$ cat src/design/nsp_pkg.sv
// Shared types, register codes and sizing constants for the nine-slice patch generator.
package nsp_pkg;

  // Slices per axis and patches per command.
  localparam int unsigned Slices   = 3;
  localparam int unsigned NumPatch = Slices * Slices;

  // Middle-cut divider: quotient bits, bits retired per cycle, iterations per request.
  localparam int unsigned QuoW     = 24;
  localparam int unsigned DivSteps = 3;
  localparam int unsigned DivIters = QuoW / DivSteps;
  localparam int unsigned DivCntW  = $clog2(DivIters);

  // Depth of the queue between the front and the back.
  localparam int unsigned QueueDepth = 2;

  // Configuration register indexes.
  typedef enum logic [2:0] {
    REG_SRC_LEFT   = 3'd0,
    REG_SRC_RIGHT  = 3'd1,
    REG_SRC_TOP    = 3'd2,
    REG_SRC_BOTTOM = 3'd3,
    REG_DST_LEFT   = 3'd4,
    REG_DST_RIGHT  = 3'd5,
    REG_DST_TOP    = 3'd6,
    REG_DST_BOTTOM = 3'd7
  } reg_idx_e;

  // Front sequencer states.
  typedef enum logic [1:0] {
    FS_IDLE,
    FS_PREP,
    FS_DIV,
    FS_CUT
  } front_state_e;

  // One draw command request.
  typedef struct packed {
    logic signed [31:0] element_x;
    logic signed [31:0] element_y;
    logic signed [31:0] box_x;
    logic signed [31:0] box_y;
    logic signed [31:0] box_width;
    logic signed [31:0] box_height;
    logic [7:0]         alpha;
    logic [15:0]        image_x;
    logic [15:0]        image_y;
    logic [15:0]        image_width;
    logic [15:0]        image_height;
  } cmd_t;

  // One patch request.
  typedef struct packed {
    logic signed [31:0] dst_x;
    logic signed [31:0] dst_y;
    logic [30:0]        dst_width;
    logic [30:0]        dst_height;
    logic signed [31:0] end_x;
    logic signed [31:0] end_y;
    logic [15:0]        src_x;
    logic [15:0]        src_y;
    logic [15:0]        src_width;
    logic [15:0]        src_height;
    logic               last_patch;
  } patch_t;

  // Inset registers.
  typedef struct packed {
    logic [15:0] src_left;
    logic [15:0] src_right;
    logic [15:0] src_top;
    logic [15:0] src_bottom;
    logic [23:0] dst_left;
    logic [23:0] dst_right;
    logic [23:0] dst_top;
    logic [23:0] dst_bottom;
  } cfg_t;

  // Cut set of one command, handed from the front to the back.
  typedef struct packed {
    logic [3:0][31:0]      dx;
    logic [3:0][31:0]      dy;
    logic [3:0][15:0]      sx;
    logic [3:0][15:0]      sy;
    logic [NumPatch-1:0]   mask;
  } cuts_t;

endpackage

$ cat src/design/nsp_back.sv
// Back: queues cut sets and emits one patch per cycle in row-major order unless the output stalls.
module nsp_back (
  input  logic            clk_i,
  input  logic            rst_ni,
  input  logic            cuts_valid_i,
  output logic            cuts_stall_o,
  input  nsp_pkg::cuts_t  cuts_i,
  output logic            out_valid_o,
  input  logic            out_stall_i,
  output nsp_pkg::patch_t out_patch_o
);
  import nsp_pkg::*;

  localparam int unsigned PtrW = $clog2(QueueDepth);
  localparam int unsigned CntW = $clog2(QueueDepth + 1);
  localparam int unsigned SlotW = $clog2(NumPatch);

  // Slot number to row and column.
  function automatic logic [3:0] slot_pos(input logic [SlotW-1:0] s);
    logic [3:0] rc;
    case (s)
      4'd0:    rc = {2'd0, 2'd0};
      4'd1:    rc = {2'd0, 2'd1};
      4'd2:    rc = {2'd0, 2'd2};
      4'd3:    rc = {2'd1, 2'd0};
      4'd4:    rc = {2'd1, 2'd1};
      4'd5:    rc = {2'd1, 2'd2};
      4'd6:    rc = {2'd2, 2'd0};
      4'd7:    rc = {2'd2, 2'd1};
      4'd8:    rc = {2'd2, 2'd2};
      default: rc = {2'd0, 2'd0};
    endcase
    return rc;
  endfunction

  cuts_t               mem_q [QueueDepth];
  logic [PtrW-1:0]     wr_ptr_q, rd_ptr_q;
  logic [CntW-1:0]     count_q;
  cuts_t               cur_q;
  logic [NumPatch-1:0] mask_q, mask_d;
  logic                out_valid_q;
  patch_t              out_q;

  logic                push, load, adv, emit;
  logic [NumPatch-1:0] low, rest;
  logic [SlotW-1:0]    slot;
  logic [1:0]          row, col;
  logic [3:0]          rc;
  patch_t              patch_c;

  assign cuts_stall_o = (count_q == CntW'(QueueDepth));
  assign push         = cuts_valid_i && !cuts_stall_o;

  // Lowest pending slot of the current command.
  always_comb begin
    low  = mask_q & (~mask_q + 1'b1);
    rest = mask_q & ~low;
    slot = '0;
    for (int i = 0; i < NumPatch; i++) begin
      if (low[i]) slot = SlotW'(i);
    end
    rc  = slot_pos(slot);
    row = rc[3:2];
    col = rc[1:0];
  end

  assign adv  = !out_valid_q || !out_stall_i;
  assign emit = (mask_q != '0) && adv;
  assign load = (count_q != '0) && ((mask_q == '0) || (emit && (rest == '0)));

  always_comb begin
    mask_d = mask_q;
    if (load)      mask_d = mem_q[rd_ptr_q].mask;
    else if (emit) mask_d = rest;
  end

  // Patch fields of the selected slot.
  always_comb begin
    logic [31:0] dw, dh;
    dw = cur_q.dx[col+2'd1] - cur_q.dx[col];
    dh = cur_q.dy[row+2'd1] - cur_q.dy[row];
    patch_c.dst_x      = cur_q.dx[col];
    patch_c.dst_y      = cur_q.dy[row];
    patch_c.dst_width  = dw[30:0];
    patch_c.dst_height = dh[30:0];
    patch_c.end_x      = cur_q.dx[col+2'd1];
    patch_c.end_y      = cur_q.dy[row+2'd1];
    patch_c.src_x      = cur_q.sx[col];
    patch_c.src_y      = cur_q.sy[row];
    patch_c.src_width  = cur_q.sx[col+2'd1] - cur_q.sx[col];
    patch_c.src_height = cur_q.sy[row+2'd1] - cur_q.sy[row];
    patch_c.last_patch = (rest == '0);
  end

  // Control registers.
  always_ff @(posedge clk_i or negedge rst_ni) begin
    if (!rst_ni) begin
      wr_ptr_q    <= '0;
      rd_ptr_q    <= '0;
      count_q     <= '0;
      mask_q      <= '0;
      out_valid_q <= 1'b0;
    end else begin
      if (push) wr_ptr_q <= wr_ptr_q + 1'b1;
      if (load) rd_ptr_q <= rd_ptr_q + 1'b1;
      count_q <= count_q + CntW'(push) - CntW'(load);
      mask_q  <= mask_d;
      if (emit)     out_valid_q <= 1'b1;
      else if (adv) out_valid_q <= 1'b0;
    end
  end

  // Queue storage, current command and output register.
  always_ff @(posedge clk_i) begin
    if (push) mem_q[wr_ptr_q] <= cuts_i;
    if (load) cur_q <= mem_q[rd_ptr_q];
    if (emit) out_q <= patch_c;
  end

  assign out_valid_o = out_valid_q;
  assign out_patch_o = out_q;

endmodule

$ cat config.mk
export PLATFORM = sky130hd
export DESIGN_NAME = nsp_back
export DESIGN_NICKNAME = d
export VERILOG_FILES = /design/src/design/nsp_pkg.sv /design/src/design/nsp_back.sv
export SDC_FILE = /design/constraint.sdc
export NUM_CORES = 2
export LEC_CHECK = 0
export BUFFER_PORTS_ARGS = -buffer_cell sky130_fd_sc_hd__buf_2
export CELL_PAD_IN_SITES_DETAIL_PLACEMENT = 1
export CELL_PAD_IN_SITES_GLOBAL_PLACEMENT = 1
export CORE_MARGIN = 10
export CORE_UTILIZATION = 45
export CTS_CLUSTER_DIAMETER = 120
export DETAILED_ROUTE_END_ITERATION = 6
export HOLD_SLACK_MARGIN = 0.06
export PLACE_DENSITY = 0.78
export SLEW_MARGIN = 20
export SYNTH_ARGS = -nofsm -noshare
export SYNTH_HDL_FRONTEND = slang
export SYNTH_SLANG_ARGS = --single-unit
$ cat constraint.sdc
create_clock -name clk_i -period 51.1 [get_ports clk_i]
set_input_delay 2.555 -clock clk_i [delete_from_list [all_inputs] [get_ports clk_i]]
set_output_delay 2.555 -clock clk_i [all_outputs]
set_load 0.02 [all_outputs]
==> results.yml <==
synth:
  synth_top_area_share_pct: 71.5
  area_leader_netlist: "edfxtp_1"
  synth_cells: 3871
  synth_async_sr_flop_share_pct: 0.973
  synth_seq_area_share_pct: 72.1
  yosys.cell_types.count: 102
  post_syn_area_sq_um: 59900
  count_of_flip_flops_with_a_built_in_enable_after_synthesis: 1425
  post_synth_main_area_contributors: "edfxtp_1 (71%), mux2_2 (7.3%), nand2_1 (1.8%)"
  synth_warnings: 0
  mean_instance_size_in_the_synthesized_netlist_sq_um: 15.5
  synth.net_count: 4347
  ys_ff_latch: 1439
  postSynth.topFlopCell: "edfxtp_1"
critical_path:
  worst_ep_arrival_time_ns: 8.64
  setup.reg_to_reg.worst_slack_ns: 43.02
  worst-endpoint-required_ns: 51.65
  crit_path_start_kind: "flip-flop"
  crit_path_max_fanout: 137
  rr_startpoint: "mask_q[5]"
  crit_path_end: "out_patch_o[31]"
  worst_setup_path_end_kind: "flip-flop"
  critical_path_class: "reg -> reg"
  crit_path_start: "mask_q[5]"
  reg2reg_depth: 26
  rr_endpoint: "out_patch_o[31]"
min_path:
  hp-class: "reg -> reg"
clock_network:
  clock_tree.buffer_depth: 3
  post_cts_resize_count: 0
  cts-root-buf: "clkbuf_16"
  total_setup_buffers_inserted_after_cts: 0
  cts_buf_count: 153
  tritoncts: "done"
  cts.clk_slew.worst_paths_ns: 0.06
  htree_num_levels: 4
  clkLatencyLatePin_ns: 0.82
  cts_sinks: 1439
  ctsHoldBuffers: 0
sta:
  finalSetupViolations: 0
  timing.final.crit_period_ns: 8.08
  max_freq_mhz: 124
  grt_setup_unrepaired: "no"
  skew_ns: 0.0496
  setup-tns-final_ns: 0
  final.period_utilization_pct: 15.8
  timing.final.ws_setup_ns: 43.02
  final_hold_viol_count: 0
  maxSlewHeadroom_pct: 17.0
  worst-slew-pin-transition_ns: 1.24
  timing_max_transition_violations_final: 0
drt:
  detailedRoute.firstIterationViolations: 3077
  post-route-drc-count: 0
  drt_pass1_iterations: 7
  antenna_left: 0
  post_drt_wl_per_cell_um: 28.0
  routed_wirelength_mm: 180
  detailroute.via_count: 36849
  viasPerCell: 5.72
place:
  final_weighted_congestion_in_routability_driven_placement: 0.861
  io_buffer_count: 653
  place.detailed.hpwl_mm: 125
  pre_cts_slack_ns: 43.46
floorplanning:
  die_width_um: 385
  die_h_um: 385
  initial_core_util_pct: 45.4
  design.die.area_sq_um: 148000
  num_rows: 133
  core_area_sq_um: 132000
  ios: 654
finish:
  post_route_cells_drive_above_1_share_pct: 29.2
  layout_commonest_cell: "edfxtp_1"
  design.final.nets: 5015
  synthToLayoutAreaGrowth_pct: 16.8
  layout.cells.most_common_list: "edfxtp_1 (1425), buf_2 (653), mux2_2 (389)"
  fill_cells: 12793
status:
  outcome: "complete, no violations"
global_route:
  largest_net_degree_at_the_start_of_global_routing: 159
  grt.overflow.total: 0
  grt_pass1_vias: 39505
  groute.usage.overall_pct: 23.8
  grt_antenna_before_repair: 66
  grt_first_pass_wirelength_mm: 262
run:
  cap_violations: 0
[worst min path at each step]
stage | start | to | slack [ns] | cells after the start
floorplan | wr_ptr_q | wr_ptr_q | 0.46 | 1
global placement | count_q[1] | count_q[1] | 0.52 | 1
detailed placement | mem_q[1][123] | cur_q[123] | 0.53 | 1
CTS | mem_q[1][296] | cur_q[296] | 0.53 | 1
global route | mem_q[1][120] | cur_q[120] | 0.55 | 1
finish | mem_q[1][296] | cur_q[296] | 0.53 | 1
[area by class of cell]
cell class	instances	area (sq um)	share of cell area, %
Sequential cell	1439	43100	61.7
Multi-Input combinational cell	2099	15500	22.1
Clock buffer	190	4020	5.75
Timing Repair Buffer	695	3660	5.24
Tap cell	1755	2200	3.14
Clock inverter	85	798	1.14
Inverter	151	574	0.821
Antenna cell	29	72.6	0.104
[per-layer routing]
metal	routed length, um	share of wire, %	global-route usage (%)	vias up
met5	344	0.19	0	-
met3	17100	9.5	7.65	374
met2	89000	49	40.0	1416
met1	66600	37	28.0	18813
li1	-	-	-	16192
met4	7480	4.1	9.78	54
[metrics by stage]
step / cell area, sq um / hold WS [ns] / cells / utilization [%]
global route: 69900 / 0.552 / 6433 / 53.0
global placement: 65000 / 0.515 / 6139 / 49.3
CTS: 69900 / 0.534 / 6414 / 53.0
floorplan: 59900 / 0.461 / 3871 / -
detailed placement: 65000 / 0.534 / 6139 / 49.3
finish: 69900 / 0.529 / 6443 / 53.1
[cell usage after synthesis (14+ instances only)]
library cell and number:
buf_2 22, xnor2_1 63, nand2_1 295, mux2_2 389, and3_1 41, o2111ai_1 15
nand4_1 15, or4_1 15, o211ai_1 30, nand2b_1 22, ha_1 75, o21bai_1 14
nor2_1 246, and2_1 14, a311oi_1 17, nor2b_1 17, inv_1 151, o22ai_1 43
a21oi_1 120, o31ai_1 27, clkbuf_1 123, nand3_1 67, buf_1 22, a211oi_1 14
edfxtp_1 1425, mux2i_1 108, a21o_1 48, xor2_1 21, a31oi_1 25, dfrtp_1 14
nor3_1 35, o21ai_0 92
[kinds of logic after synthesis]
group	count (synthesis)	share of synthesized area (%)
flops	1439	72.1
simple gates	845	6.60
xor+xnor	84	1.23
fa+ha+maj	87	1.84
buf+inv	333	2.29
compound gates	584	6.80
mux	499	9.20
[worst max-delay path, stage by stage, from the launching register on]
cell,delay [ns]
dfrtp_1,0.53
nor4_2,0.34
buf_4,0.26
nand2_1,0.17
nor2_1,0.14
a21oi_1,0.13
ha_1,0.31
nor4b_1,0.39
and3_1,0.69
nor3_4,0.06
buf_12,0.23
mux2i_1,0.30
a21oi_1,0.34
ha_1,0.28
inv_1,0.08
fa_1,0.45
a21o_1,0.20
a21oi_1,0.28
o21ai_0,0.16
a21oi_1,0.32
o21bai_1,0.14
a21oi_1,0.24
o21bai_1,0.11
a2111oi_0,0.75
o31ai_1,0.22
a21oi_1,0.28
xnor2_1,0.10
[sequential cells by signal, summed over array words and instances (netlist names)]
register and cells:
count_q 2, cur_q 384, mask_q 9, mem_q 786, out_patch_o 255, out_valid_o 1, rd_ptr_q 1, wr_ptr_q 1
Power is left out: the tool's default activity adds up to more than one toggle a clock period on the data nets, which glitch-free logic cannot reach.
